<file path="config.mk">
export PLATFORM = sky130hd
export DESIGN_NAME = touch_poll_event_fsm
export DESIGN_NICKNAME = d
export VERILOG_FILES = /design/src/design/tpe_pkg.sv /design/src/design/tpe_map.sv /design/src/design/tpe_fsm.sv /design/src/design/touch_poll_event_fsm.sv
export SDC_FILE = /design/constraint.sdc
export NUM_CORES = 1
export LEC_CHECK = 0
export BUFFER_PORTS_ARGS = -buffer_cell sky130_fd_sc_hd__buf_2
export CORE_UTILIZATION = 55
export DETAILED_ROUTE_END_ITERATION = 10
export PLACE_DENSITY = 0.76
export SLEW_MARGIN = 25
export SYNTH_ARGS = -nofsm -noshare
export SYNTH_HDL_FRONTEND = slang
export SYNTH_SLANG_ARGS = --single-unit
</file>
<file path="constraint.sdc">
create_clock -name clk -period 8.5 [get_ports clk]
set_input_delay 1.7 -clock clk [delete_from_list [all_inputs] [get_ports clk]]
set_output_delay 1.7 -clock clk [all_outputs]
set_load 0.03 [all_outputs]
</file>
<file path="src/design/tpe_pkg.sv">
// tpe_pkg: shared types and constants for the touch poll event block
// holds event and bus request codes, register indexes and stream field layout
// no dependencies
`timescale 1ns / 1ps

package tpe_pkg;

	// event reported to the host
	typedef enum logic [1:0] {
		EV_NONE = 2'd0,
		EV_DOWN = 2'd1,
		EV_MOVE = 2'd2,
		EV_UP   = 2'd3
	} event_kind_t;

	// bus transfer requested from the controller
	typedef enum logic [1:0] {
		REQ_NONE   = 2'd0,
		REQ_STATUS = 2'd1,
		REQ_TOUCH  = 2'd2,
		REQ_CLEAR  = 2'd3
	} bus_req_t;

	// configuration register indexes
	typedef enum logic [1:0] {
		REG_ROTATION = 2'd0,
		REG_X_EXTENT = 2'd1,
		REG_Y_EXTENT = 2'd2,
		REG_INTERVAL = 2'd3
	} reg_index_t;

	// panel orientation
	typedef enum logic [1:0] {
		ROT_LANDSCAPE      = 2'd0,
		ROT_PORTRAIT       = 2'd1,
		ROT_LANDSCAPE_FLIP = 2'd2,
		ROT_PORTRAIT_FLIP  = 2'd3
	} rotation_t;

	// event and request of one result
	typedef struct packed {
		event_kind_t kind;
		bus_req_t    req;
	} result_ctl_t;

	localparam int unsigned EXTENT_W   = 13;
	localparam int unsigned INTERVAL_W = 20;
	localparam int unsigned TIME_W     = 32;
	localparam int unsigned RAW_W      = 16;
	localparam int unsigned STATUS_W   = 8;
	localparam int unsigned CFG_DATA_W = 20;

	localparam logic [EXTENT_W-1:0]   X_EXTENT_RST = 13'd320;
	localparam logic [EXTENT_W-1:0]   Y_EXTENT_RST = 13'd480;
	localparam logic [INTERVAL_W-1:0] INTERVAL_RST = 20'd1000;

	// status byte: valid flag and touch count
	localparam logic [STATUS_W-1:0] STATUS_VALID = 8'h80;
	localparam logic [STATUS_W-1:0] STATUS_COUNT = 8'h0f;

	// slave tdata layout, lowest bit first
	localparam int unsigned IN_BUSY_LSB   = 0;
	localparam int unsigned IN_NOW_LSB    = 1;
	localparam int unsigned IN_OK_LSB     = 33;
	localparam int unsigned IN_STATUS_LSB = 34;
	localparam int unsigned IN_X_LSB      = 42;
	localparam int unsigned IN_Y_LSB      = 58;
	localparam int unsigned IN_DATA_W     = 80;

endpackage

</file>
<file path="src/design/tpe_map.sv">
// tpe_map: clamps a raw touch point to the panel extents and rotates it
// combinational, uses tpe_pkg
`timescale 1ns / 1ps

module tpe_map #(
	parameter int unsigned COORD_WIDTH = 12
) (
	input  logic [1:0]                   rotation,
	input  logic [tpe_pkg::EXTENT_W-1:0] x_extent,
	input  logic [tpe_pkg::EXTENT_W-1:0] y_extent,
	input  logic [tpe_pkg::RAW_W-1:0]    x_raw,
	input  logic [tpe_pkg::RAW_W-1:0]    y_raw,
	output logic [COORD_WIDTH-1:0]       col,
	output logic [COORD_WIDTH-1:0]       row
);

	// wide enough for the extent and for 2^COORD_WIDTH
	localparam int unsigned EW = (COORD_WIDTH + 1 > tpe_pkg::EXTENT_W) ?
		COORD_WIDTH + 1 : tpe_pkg::EXTENT_W;
	localparam logic [EW-1:0] LIM = EW'(1) << COORD_WIDTH;

	logic [EW-1:0]          x_ext_w, y_ext_w, x_eff, y_eff, x_last, y_last;
	logic [COORD_WIDTH-1:0] x_max, y_max, x_c, y_c;

	always_comb begin
		x_ext_w = EW'(x_extent);
		y_ext_w = EW'(y_extent);
		// zero extent behaves as one, oversize extent saturates
		x_eff = (x_ext_w == '0) ? EW'(1) : ((x_ext_w > LIM) ? LIM : x_ext_w);
		y_eff = (y_ext_w == '0) ? EW'(1) : ((y_ext_w > LIM) ? LIM : y_ext_w);
		x_last = x_eff - EW'(1);
		y_last = y_eff - EW'(1);
		x_max = x_last[COORD_WIDTH-1:0];
		y_max = y_last[COORD_WIDTH-1:0];
		x_c = (x_raw > tpe_pkg::RAW_W'(x_max)) ? x_max : x_raw[COORD_WIDTH-1:0];
		y_c = (y_raw > tpe_pkg::RAW_W'(y_max)) ? y_max : y_raw[COORD_WIDTH-1:0];
		case (tpe_pkg::rotation_t'(rotation))
			tpe_pkg::ROT_LANDSCAPE: begin
				col = y_max - y_c;
				row = x_c;
			end
			tpe_pkg::ROT_PORTRAIT: begin
				col = x_c;
				row = y_c;
			end
			tpe_pkg::ROT_LANDSCAPE_FLIP: begin
				col = y_c;
				row = x_max - x_c;
			end
			default: begin
				col = x_max - x_c;
				row = y_max - y_c;
			end
		endcase
	end

endmodule

</file>
<file path="src/design/tpe_fsm.sv">
// tpe_fsm: polling phase machine, deadline timer and last reported touch
// state advances once per item leaving the input register; uses tpe_pkg
`timescale 1ns / 1ps

module tpe_fsm #(
	parameter int unsigned COORD_WIDTH = 12
) (
	input  logic                           clk,
	input  logic                           arst_n,
	input  logic                           step,
	input  logic                           bus_busy,
	input  logic [tpe_pkg::TIME_W-1:0]     now_us,
	input  logic                           xfer_ok,
	input  logic [tpe_pkg::STATUS_W-1:0]   status_byte,
	input  logic [COORD_WIDTH-1:0]         map_col,
	input  logic [COORD_WIDTH-1:0]         map_row,
	input  logic [tpe_pkg::INTERVAL_W-1:0] poll_interval_us,
	output tpe_pkg::result_ctl_t           res_ctl,
	output logic [COORD_WIDTH-1:0]         res_col,
	output logic [COORD_WIDTH-1:0]         res_row
);

	typedef enum logic [1:0] {
		PH_IDLE         = 2'd0,
		PH_STATUS_READ  = 2'd1,
		PH_TOUCH_READ   = 2'd2,
		PH_STATUS_WRITE = 2'd3
	} phase_t;

	phase_t                     phase_q, phase_d;
	logic [tpe_pkg::TIME_W-1:0] deadline_q, deadline_d, since;
	tpe_pkg::event_kind_t       last_kind_q, last_kind_d;
	logic [COORD_WIDTH-1:0]     last_col_q, last_col_d, last_row_q, last_row_d;

	always_comb begin
		phase_d       = phase_q;
		deadline_d    = deadline_q;
		last_kind_d   = last_kind_q;
		last_col_d    = last_col_q;
		last_row_d    = last_row_q;
		res_ctl.kind  = tpe_pkg::EV_NONE;
		res_ctl.req   = tpe_pkg::REQ_NONE;
		res_col       = '0;
		res_row       = '0;
		// wrap-safe compare: deadline reached when the difference is non-negative
		since         = now_us - deadline_q;
		if (!bus_busy) begin
			case (phase_q)
				PH_IDLE: begin
					if (!since[tpe_pkg::TIME_W-1]) begin
						res_ctl.req = tpe_pkg::REQ_STATUS;
						phase_d     = PH_STATUS_READ;
						deadline_d  = now_us + tpe_pkg::TIME_W'(poll_interval_us);
					end
				end
				PH_STATUS_READ: begin
					if (xfer_ok && ((status_byte & tpe_pkg::STATUS_VALID) != '0)) begin
						if ((status_byte & tpe_pkg::STATUS_COUNT) != '0) begin
							res_ctl.req = tpe_pkg::REQ_TOUCH;
							phase_d     = PH_TOUCH_READ;
						end else begin
							if (last_kind_q == tpe_pkg::EV_DOWN ||
								last_kind_q == tpe_pkg::EV_MOVE) begin
								last_kind_d = tpe_pkg::EV_UP;
							end else begin
								last_kind_d = tpe_pkg::EV_NONE;
								last_col_d  = '0;
								last_row_d  = '0;
							end
							res_ctl.kind = last_kind_d;
							res_col      = last_col_d;
							res_row      = last_row_d;
							res_ctl.req  = tpe_pkg::REQ_CLEAR;
							phase_d      = PH_STATUS_WRITE;
						end
					end else begin
						phase_d = PH_IDLE;
					end
				end
				PH_TOUCH_READ: begin
					if (xfer_ok) begin
						if (last_kind_q == tpe_pkg::EV_NONE ||
							last_kind_q == tpe_pkg::EV_UP) begin
							last_kind_d  = tpe_pkg::EV_DOWN;
							last_col_d   = map_col;
							last_row_d   = map_row;
							res_ctl.kind = tpe_pkg::EV_DOWN;
							res_col      = map_col;
							res_row      = map_row;
						end else if (last_col_q != map_col || last_row_q != map_row) begin
							last_kind_d  = tpe_pkg::EV_MOVE;
							last_col_d   = map_col;
							last_row_d   = map_row;
							res_ctl.kind = tpe_pkg::EV_MOVE;
							res_col      = map_col;
							res_row      = map_row;
						end
					end
					res_ctl.req = tpe_pkg::REQ_CLEAR;
					phase_d     = PH_STATUS_WRITE;
				end
				default: begin
					res_ctl.req = tpe_pkg::REQ_STATUS;
					phase_d     = PH_STATUS_READ;
				end
			endcase
		end
	end

	always_ff @(posedge clk or negedge arst_n) begin
		if (!arst_n) begin
			phase_q     <= PH_IDLE;
			deadline_q  <= '0;
			last_kind_q <= tpe_pkg::EV_NONE;
			last_col_q  <= '0;
			last_row_q  <= '0;
		end else if (step) begin
			phase_q     <= phase_d;
			deadline_q  <= deadline_d;
			last_kind_q <= last_kind_d;
			last_col_q  <= last_col_d;
			last_row_q  <= last_row_d;
		end
	end

endmodule

</file>
<file path="src/design/touch_poll_event_fsm.sv">
// touch_poll_event_fsm: top level of the touch poll event block
// holds configuration, input register and result register; uses tpe_pkg,
// tpe_map and tpe_fsm
`timescale 1ns / 1ps

// usage
// - each slave stream transaction is one service call of the touch poller:
//   bus state, microsecond time, last transfer status and the raw touch point
// - each call gives exactly one master stream transaction: the event kind on
//   tuser, and the column, row and bus request to issue on tdata
// - the host carries out the requested bus transfer and reports its outcome
//   with a later call
// - an accepted call is taken into the input register; its result is loaded into
//   the result register once that register is free, and is presented from there
// - throughput: one call per cycle while the receiver keeps taking results; the
//   poller state is a single update between the two registers
// - a full input register still accepts a new call in the cycle the result
//   register is free or drained, so a stalled receiver holds both registers
//   and tready falls only when both are full
// - reset: phase idle, deadline zero, no touch remembered, registers back to
//   landscape, 320 by 480, 1000 us interval; both stages empty
// - configuration writes go straight to the registers and are meant for
//   quiet periods with no calls in flight

module touch_poll_event_fsm #(
	parameter int unsigned COORD_WIDTH = 12
) (
	input  logic                                 clk,
	input  logic                                 arst_n,
	// configuration write port
	input  logic                                 cfg_wen,
	input  logic [1:0]                           cfg_index,
	input  logic [tpe_pkg::CFG_DATA_W-1:0]       cfg_wdata,
	// service calls
	input  logic                                 s_axis_tvalid,
	output logic                                 s_axis_tready,
	// bus_busy, now_us, xfer_ok, status_byte, touch_x_raw, touch_y_raw, zero pad
	input  logic [tpe_pkg::IN_DATA_W-1:0]        s_axis_tdata,
	// results
	output logic                                 m_axis_tvalid,
	input  logic                                 m_axis_tready,
	// event_col, event_row, bus_request, zero pad
	output logic [((2*COORD_WIDTH+2+7)/8)*8-1:0] m_axis_tdata,
	// event_kind
	output logic [1:0]                           m_axis_tuser
);

	localparam int unsigned OUT_W  = ((2 * COORD_WIDTH + 2 + 7) / 8) * 8;
	localparam int unsigned PACK_W = 2 * COORD_WIDTH + 2;

	// configuration registers
	logic [1:0]                     rotation_q;
	logic [tpe_pkg::EXTENT_W-1:0]   x_extent_q, y_extent_q;
	logic [tpe_pkg::INTERVAL_W-1:0] interval_q;

	// input stage
	logic                           valid_s1;
	logic                           busy_s1, ok_s1;
	logic [tpe_pkg::TIME_W-1:0]     now_s1;
	logic [tpe_pkg::STATUS_W-1:0]   status_s1;
	logic [tpe_pkg::RAW_W-1:0]      x_raw_s1, y_raw_s1;

	// result stage
	logic                           valid_s2;
	tpe_pkg::result_ctl_t           ctl_s2;
	logic [COORD_WIDTH-1:0]         col_s2, row_s2;

	logic                           advance, in_take;
	logic [COORD_WIDTH-1:0]         map_col, map_row, res_col, res_row;
	tpe_pkg::result_ctl_t           res_ctl;
	logic [OUT_W-1:0]               out_data;

	// result register frees when empty or being taken; input stage moves then
	assign advance       = !valid_s2 || m_axis_tready;
	assign s_axis_tready = !valid_s1 || advance;
	assign in_take       = s_axis_tvalid && s_axis_tready;

	always_ff @(posedge clk or negedge arst_n) begin
		if (!arst_n) begin
			rotation_q <= 2'd0;
			x_extent_q <= tpe_pkg::X_EXTENT_RST;
			y_extent_q <= tpe_pkg::Y_EXTENT_RST;
			interval_q <= tpe_pkg::INTERVAL_RST;
		end else if (cfg_wen) begin
			case (tpe_pkg::reg_index_t'(cfg_index))
				tpe_pkg::REG_ROTATION: rotation_q <= cfg_wdata[1:0];
				tpe_pkg::REG_X_EXTENT: x_extent_q <= cfg_wdata[tpe_pkg::EXTENT_W-1:0];
				tpe_pkg::REG_Y_EXTENT: y_extent_q <= cfg_wdata[tpe_pkg::EXTENT_W-1:0];
				tpe_pkg::REG_INTERVAL: interval_q <= cfg_wdata;
				default: ;
			endcase
		end
	end

	// input register: control bit under reset, payload loads on each transaction
	always_ff @(posedge clk or negedge arst_n) begin
		if (!arst_n) begin
			valid_s1 <= 1'b0;
		end else if (s_axis_tready) begin
			valid_s1 <= s_axis_tvalid;
		end
	end

	always_ff @(posedge clk) begin
		if (in_take) begin
			busy_s1   <= s_axis_tdata[tpe_pkg::IN_BUSY_LSB];
			now_s1    <= s_axis_tdata[tpe_pkg::IN_NOW_LSB +: tpe_pkg::TIME_W];
			ok_s1     <= s_axis_tdata[tpe_pkg::IN_OK_LSB];
			status_s1 <= s_axis_tdata[tpe_pkg::IN_STATUS_LSB +: tpe_pkg::STATUS_W];
			x_raw_s1  <= s_axis_tdata[tpe_pkg::IN_X_LSB +: tpe_pkg::RAW_W];
			y_raw_s1  <= s_axis_tdata[tpe_pkg::IN_Y_LSB +: tpe_pkg::RAW_W];
		end
	end

	tpe_map #(
		.COORD_WIDTH(COORD_WIDTH)
	) u_map (
		.rotation (rotation_q),
		.x_extent (x_extent_q),
		.y_extent (y_extent_q),
		.x_raw    (x_raw_s1),
		.y_raw    (y_raw_s1),
		.col      (map_col),
		.row      (map_row)
	);

	// poller state commits exactly when the input stage hands its call on
	tpe_fsm #(
		.COORD_WIDTH(COORD_WIDTH)
	) u_fsm (
		.clk              (clk),
		.arst_n           (arst_n),
		.step             (valid_s1 && advance),
		.bus_busy         (busy_s1),
		.now_us           (now_s1),
		.xfer_ok          (ok_s1),
		.status_byte      (status_s1),
		.map_col          (map_col),
		.map_row          (map_row),
		.poll_interval_us (interval_q),
		.res_ctl          (res_ctl),
		.res_col          (res_col),
		.res_row          (res_row)
	);

	// result register
	always_ff @(posedge clk or negedge arst_n) begin
		if (!arst_n) begin
			valid_s2 <= 1'b0;
		end else if (advance) begin
			valid_s2 <= valid_s1;
		end
	end

	always_ff @(posedge clk) begin
		if (advance && valid_s1) begin
			ctl_s2 <= res_ctl;
			col_s2 <= res_col;
			row_s2 <= res_row;
		end
	end

	always_comb begin
		out_data             = '0;
		out_data[PACK_W-1:0] = {ctl_s2.req, row_s2, col_s2};
	end

	assign m_axis_tvalid = valid_s2;
	assign m_axis_tdata  = out_data;
	assign m_axis_tuser  = ctl_s2.kind;

endmodule

</file>
# After elaboration in Yosys (flattened, before gate mapping)
# Cells that the tools add are included.
word_totals:
  regBits: 212
  latch_bits: 0
  ramBits: 0
  romBits: 0
  in_bits: 107
  output_inout_bits: 36
  elab_cells: 128
  n_memories: 0
op_classes:
  addsub: 6
  mul: 0
  div: 0
  order_cmp: 4
  eq_ne: 17
  shifts: 0
  mux: 53
  n_bitwise: 2
  n_reduce_logical: 25
op_table:
  columns: ["op", "count"]
  rows:
  - ["$mux 12", 28]
  - ["$pmux 12 s2", 4]
  - ["$pmux 12 s3", 2]
  - ["$add 32x20->32", 1]
  - ["$gt 16x12->1", 2]
  - ["$sub 32x32->32", 1]
  - ["$gt 13x13->1 const B", 2]
  - ["$logic_not 13->1", 2]
  - ["$mux 2", 12]
  - ["$ne 12x12->1", 2]
  - ["$sub 12x1->12 const B", 2]
  - ["$sub 12x12->12", 2]
  - ["$eq 2x2->1 const B", 6]
  - ["$pmux 2 s3", 2]
  - ["$eq 2x1->1 const B", 4]
  - ["$logic_not 2->1", 4]
  - ["$pmux 2 s2", 2]
  - ["$reduce_and 2->1", 4]
  - ["$reduce_bool 8->1", 1]
  - ["$reduce_and 7->1", 1]
  - ["$ne 2x2->1 const B", 3]
  - ["$logic_or 1x1->1", 5]
  - ["$mux 4", 1]
  - ["$reduce_and 4->1", 1]
  - ["other kinds (8)", 13]

# Longest topological paths before layout
logic_depth:
  depth_word: 14
  depth_mapped: 37
  depth_no_buf: 34

# Hierarchy
# A second synthesis with hierarchy kept.
hier_totals:
  cells_unflattened: 1281
  area_unflattened_um2: 13581.8
by_module_without_submodules:
  columns: ["mod", "n_inst", "cells_each", "area_per_inst_um2", "seq_area_each_um2"]
  rows:
  - ["touch_poll_event_fsm", 1, 221, 5215.0, 4329.2]
  - ["tpe_fsm", 1, 555, 4819.6, 1501.4]
  - ["tpe_map", 1, 505, 3547.2, 0.0]

# Worst setup path before layout
# OpenSTA, ideal clock, no wires.
synth_timing:
  kind: "reg2reg"
  start: "register x_extent_q[9] in the netlist's numbering"
  end: "register u_fsm.last_col_q[10]"
  setup_ns: 0.121
  arrival_time_ns: 8.075
  t_required_ns: 8.379
  slack_ns: 0.304
  stages_incl_launch_ff: 34
  n_path_buf: 6
  synth_period_minus_slack_ns: 8.196
  cell_sequence: "dfrtp_1 -> nor4_4 -> a31oi_1 -> or2_2 -> ha_1 -> clkbuf_1 -> xnor2_1 -> clkbuf_1 -> ha_1 -> and4_1 -> and4_1 -> a311o_1 -> a211o_2 -> buf_6 -> nand2_2 -> buf_6 -> mux2i_1 -> inv_1 -> ha_1 -> fa_1 -> clkbuf_1 -> inv_1 -> or3_1 -> nor3_1 -> or4_1 -> o41ai_1 -> xnor2_1 -> o2111ai_1 -> a2111oi_2 -> nand4_1 -> or4_4 -> and3_1 -> buf_2 -> a22o_1"
synth_between:
  elab_chain_cells: 12
  elab_cells_between_ends: 19
  cone_classes: "add/sub: 2; order compare: 2; eq/ne: 3; mux: 9; reduce/logical: 3"
synth_rtl:
  columns: ["element", "line_no", "source"]
  rows:
  - ["start: declaration", "touch_poll_event_fsm.sv:53", "logic [tpe_pkg::EXTENT_W-1:0] x_extent_q, y_extent_q;"]
  - ["start signal: assignment", "touch_poll_event_fsm.sv:81", "x_extent_q <= tpe_pkg::X_EXTENT_RST;"]
  - ["start signal: assignment", "touch_poll_event_fsm.sv:87", "tpe_pkg::REG_X_EXTENT: x_extent_q <= cfg_wdata[tpe_pkg::EXTENT_W-1:0];"]
  - ["$gt 13x13->1", "tpe_map.sv:29", "x_eff = (x_ext_w == '0) ? EW'(1) : ((x_ext_w > LIM) ? LIM : x_ext_w);"]
  - ["$mux 12", "tpe_map.sv:29", null]
  - ["$mux 12 (*)", "tpe_map.sv:29", null]
  - ["$sub 12x1->12 (*)", "tpe_map.sv:31", "x_last = x_eff - EW'(1);"]
  - ["$gt 16x12->1", "tpe_map.sv:35", "x_c = (x_raw > tpe_pkg::RAW_W'(x_max)) ? x_max : x_raw[COORD_WIDTH-1:0];"]
  - ["$mux 12", "tpe_map.sv:35", null]
  - ["$sub 12x12->12", "tpe_map.sv:48, tpe_map.sv:51", null]
  - ["$pmux 12 s3", "tpe_map.sv:37", "case (tpe_pkg::rotation_t'(rotation))"]
  - ["$ne 12x12->1 / $mux 12 (equally long branches)", "tpe_fsm.sv:90", "end else if (last_col_q != map_col || last_row_q != map_row) begin"]
  - ["$logic_or 1x1->1 / $mux 12 (equally long branches)", "tpe_fsm.sv:90, tpe_fsm.sv:82", null]
  - ["$ne 3x1->1 (no line) / $mux 12 (equally long branches)", null, null]
  - ["$reduce_and 7->1 (no line) / $pmux 12 s2 (equally long branches)", null, null]
  - ["end signal: assignment", "tpe_fsm.sv:121", "last_col_q <= last_col_d;"]
  - ["end: declaration", "tpe_fsm.sv:33", "logic [COORD_WIDTH-1:0] last_col_q, last_col_d, last_row_q, last_row_d;"]
# Every way passes the cells marked *; elsewhere a longest branch is shown, timed or not. The select of a mux whose other input is x is not followed.
# A chain may end at the register's enable or synchronous reset.

# Worst setup path in the final report
layout_timing:
  start: "register x_extent_q[10] in the netlist's numbering"
  end: "register u_fsm.last_col_q[10]"
# The elaborated chain is that of the path after synthesis.

==> impl_metrics.csv <==
group,metric,value,unit
sta,hold_ws,0.4794,ns
clock_tree,cts_buffers,24,
setup_path,end_kind,"register",
setup_path,crit_fanout,8,
global_route,met2_usage,51.37,%
final_layout,diodes,0,
power,p_switching,2.237,mW
synth,synth_area,15000,um^2
synth,synthAdderAreaFrac,8.472,%
setup_path,cp_slowest_cell,"or4_1",
synth,synthMuxAreaShare,6.162,%
power,power,5.322,mW
synth,synthFlopType,"edfxtp_1",
global_route,use_met1,38.03,%
global_route,grt_pass1_wl,66120,um
synth,synth_xor_area_share,4.003,%
synth,synth.distinct_cells,104,
placement,placed_area,16440,um^2
global_route,grt-busiest-layer,"met2",
power,pwr-share-comb,52.9,%
global_route,grt_max_degree,62,
sta,relSlewSlack,34.50,%
sta,final.setup.worst_slack,0.4072,ns
final_layout,final_util,64.53,%
synth,synth_compound_area_share,21.86,%
final_layout,area_growth,15.59,%
synth,yosysSeqAreaShare,38.26,%
drt,drtIter0Drc,1157,
sta,worst_pin_slew,0.9789,ns
power,power_density,306.9,nW/um^2
synth,syn_inst,1561,
status,outcome,"finished, final reports clean",
hold_path,worstHoldStart,"u_fsm.deadline_q[30]",
hold_path,whs_path_depth,2,
hold_path,hold_class,"reg -> reg",
sta,clock_skew,0.02545,ns
sta,timing.final.hold_violations,0,
synth,synth_seq_cells,209,
final_layout,drive_above_1_share,22.08,%
sta,period_share,95.21,%
clock_tree,insertion_delay,0.55,ns
drt,vias,13085,
final_layout,final-instance-count-excl-fill,2094,
final_layout,design_area,17340,um^2
drt,dr.pass1.iters,5,
synth,yosys.area_share.simple,16.49,%
global_route,overflow,0,
sta,finalSetupTns,0,ns
power,seqPwrFrac,27.5,%
placement,pre_cts_slack,0.2710,ns
power,ir_drop,0.1926,mV
setup_path,critPathKind,"reg -> reg",
setup_path,arrival,8.50,ns
setup_path,worstReg2RegStart,"x_extent_q[10]",
setup_path,timing.rr.end,"u_fsm.last_col_q[10]",
sta,post-route-min-period,8.093,ns
clock_tree,numClockSinks,209,
setup_path,reg2reg_depth,31,
hold_path,hold_end,"u_fsm.deadline_q[30]",
power,pwr-share-clk,19.6,%
placement,place.port_buffers,127,
synth,synth_async_sr_flop_share,52.63,%
sta,setup_violations,0,
global_route,antenna_found_initial,0,
global_route,met3_usage,4.183,%
sta,slew_violations,0,
global_route,first_global_vias,12682,
die,design.die.area,27950,um^2
global_route,grt_usage,29.75,%
final_layout,finalNetCount,1942,
placement,dp.final_hpwl,31480,um
die,start_util,55.83,%
synth,syn_avg_cell_area,9.612,um^2
final_layout,num-fill-cells,2211,
clock_tree,path_clk_slew,0.06,ns
die,num_rows,60,
drt,drt-total-wl,41730,um
power,power_leakage,7.381,nW
clock_tree,root_buffer,"clkbuf_16",
synth,synth_top_family_by_area,"compound AO/OA/AOI/OAI gates",
die,die_h,167.2,um
die,coreArea,26880,um^2
clock_tree,holdBufCountCts,0,
synth,yosysWarnings,0,
synth,synth_edf_count,99,
setup_path,cp.required,8.91,ns
setup_path,start_kind,"register",
clock_tree,h-tree-depth,1,
drt,drc,0,
setup_path,rrSetupSlack,0.41,ns
clock_tree,cts_tree,"yes",
power,p_int,3.085,mW
placement,place.gp.congestion,1.014,
drt,viasPerCell,6.249,
placement,place_inst,2045,
drt,antenna_left,0,
die,ioPinCount,143,
clock_tree,clockBufferDepth,3,
sta,fmax,123.6,MHz
die,die_w,167.2,um
job,drv_cap,0,
power,swShare,42.04,%
setup_path,cpPeakStageDelay,0.53,ns
drt,wl_per_cell,19.93,um
synth_stat cells (8+ instances only):
master     instances  area share [%]
inv_1             95             2.4
edfxtp_1          99              20
o211ai_1          15            0.75
or3_1             15            0.63
nor4_1            15            0.63
and3_1            20            0.83
o31ai_1           26             1.3
nor2_1            81             2.0
ha_1              96             8.0
a21o_1            26             1.3
o21a_1            15            0.75
xor2_1            17            0.99
xnor2_1           49             2.9
nand3_1           28            0.93
mux2i_1           26             1.7
nor2b_1           23            0.96
clkbuf_1          53             1.3
a2111oi_0          9            0.53
nand4_1           19            0.79
and2_1            19            0.79
a31oi_1           24             1.0
a311oi_1           8            0.47
a211oi_1          14            0.70
dfrtp_1           98              16
or2_2              8            0.33
buf_4              8            0.40
o21ai_0           91             3.0
nor3_1            42             1.4
o2bb2ai_1         17            0.99
nand2_1          147             3.7
a21oi_1           72             2.4
mux2_2            53             4.0
nand2b_1          21            0.88
a22o_1             8            0.47
nand3b_1           8            0.40
dfstp_2           12             2.1
power groups by stage:
stage	Sequential [mW]	Combinational, mW	Clock [mW]
3_5_place_dp	1.47	2.73	0
4_1_cts	1.46	2.75	1.06
5_1_grt	1.49	3.07	1.10
3_3_place_gp	1.46	2.67	0
2_1_floorplan	1.41	1.85	0
6_report	1.46	2.82	1.04
logic make-up after synthesis:
family | Yosys count
buf+inv | 173
fa+ha+maj | 100
other cells | 1
compound gates | 451
xor+xnor | 67
mux | 82
flops | 209
simple gates | 478
layout by cell type, fill, tap and decap left out, types with 16 or more instances in the layout:
cell / count
o21ai_0: 90
mux2_2: 52
o2bb2ai_1: 17
xnor2_1: 49
edfxtp_1: 99
o31ai_1: 26
nand4_1: 19
and3_1: 20
nor2b_1: 23
nand2_1: 147
xor2_1: 16
nor3_1: 40
mux2i_1: 26
ha_1: 95
dfrtp_1: 98
nand3_1: 27
buf_2: 126
clkbuf_16: 24
buf_4: 91
inv_1: 94
a31oi_1: 24
a21oi_1: 70
and2_1: 18
nor2_1: 79
nand2b_1: 21
a21o_1: 26
state kept, by name, summed over array words and instances (netlist names), 5 cells and up:
name,flops
now_s1,32
u_fsm.deadline_q,32
interval_q,20
x_raw_s1,16
y_raw_s1,16
x_extent_q,13
y_extent_q,13
col_s2,12
row_s2,12
u_fsm.last_col_q,12
u_fsm.last_row_q,12
status_s1,5
worst max-delay path: cells and delay by family, from the launching register on:
family	cells	cell delay (ns)
AOI/OAI and AO/OA	8	1.98
xor gates and xnor gates	1	0.12
adders and majority gates	4	1.19
buffers and inverters	5	0.79
DFF	1	0.47
muxes	1	0.24
and+or+nand+nor	12	3.15
area by class of cell:
cell class,instances,area (um^2),area share (%)
multi-input cells,1184,8638,49.81
flip-flops and latches,209,5741,33.10
repair buffers,220,1374,7.922
clock buffers,29,629.4,3.629
well taps,341,426.7,2.460
inverters,97,364.1,2.099
clock inverters,14,170.2,0.9812
how the worst max path moves through the flow:
stage                   start                   end  slack, ns  cells past startpoint
2_1_floorplan   x_extent_q[9]  u_fsm.last_col_q[10]       0.30                     33
3_3_place_gp    x_extent_q[9]   u_fsm.last_row_q[2]       0.48                     31
3_5_place_dp    x_extent_q[9]  u_fsm.last_col_q[10]       0.27                     31
4_1_cts         y_extent_q[3]  u_fsm.last_col_q[10]       0.19                     35
5_1_grt         y_extent_q[5]  u_fsm.last_col_q[10]     -0.003                     38
6_report       x_extent_q[10]  u_fsm.last_col_q[10]       0.41                     31
repair_timing:
item / CTS / global route
buffers inserted: 0 / 6
setup endpoints to repair: 0 / 51
endpoints found under the hold margin: 0 / 0
gates resized for setup: 0 / 9
metal layers:
layer / share of wire, % / vias to the layer above / wire, um
met2: 47 / 530 / 19690
li1: - / 6212 / -
met1: 42 / 6242 / 17610
met5: 0 / - / 0
met4: 4.2 / 0 / 1738
met3: 6.5 / 101 / 2702
Note: power is estimated with default switching activity, not from simulation.
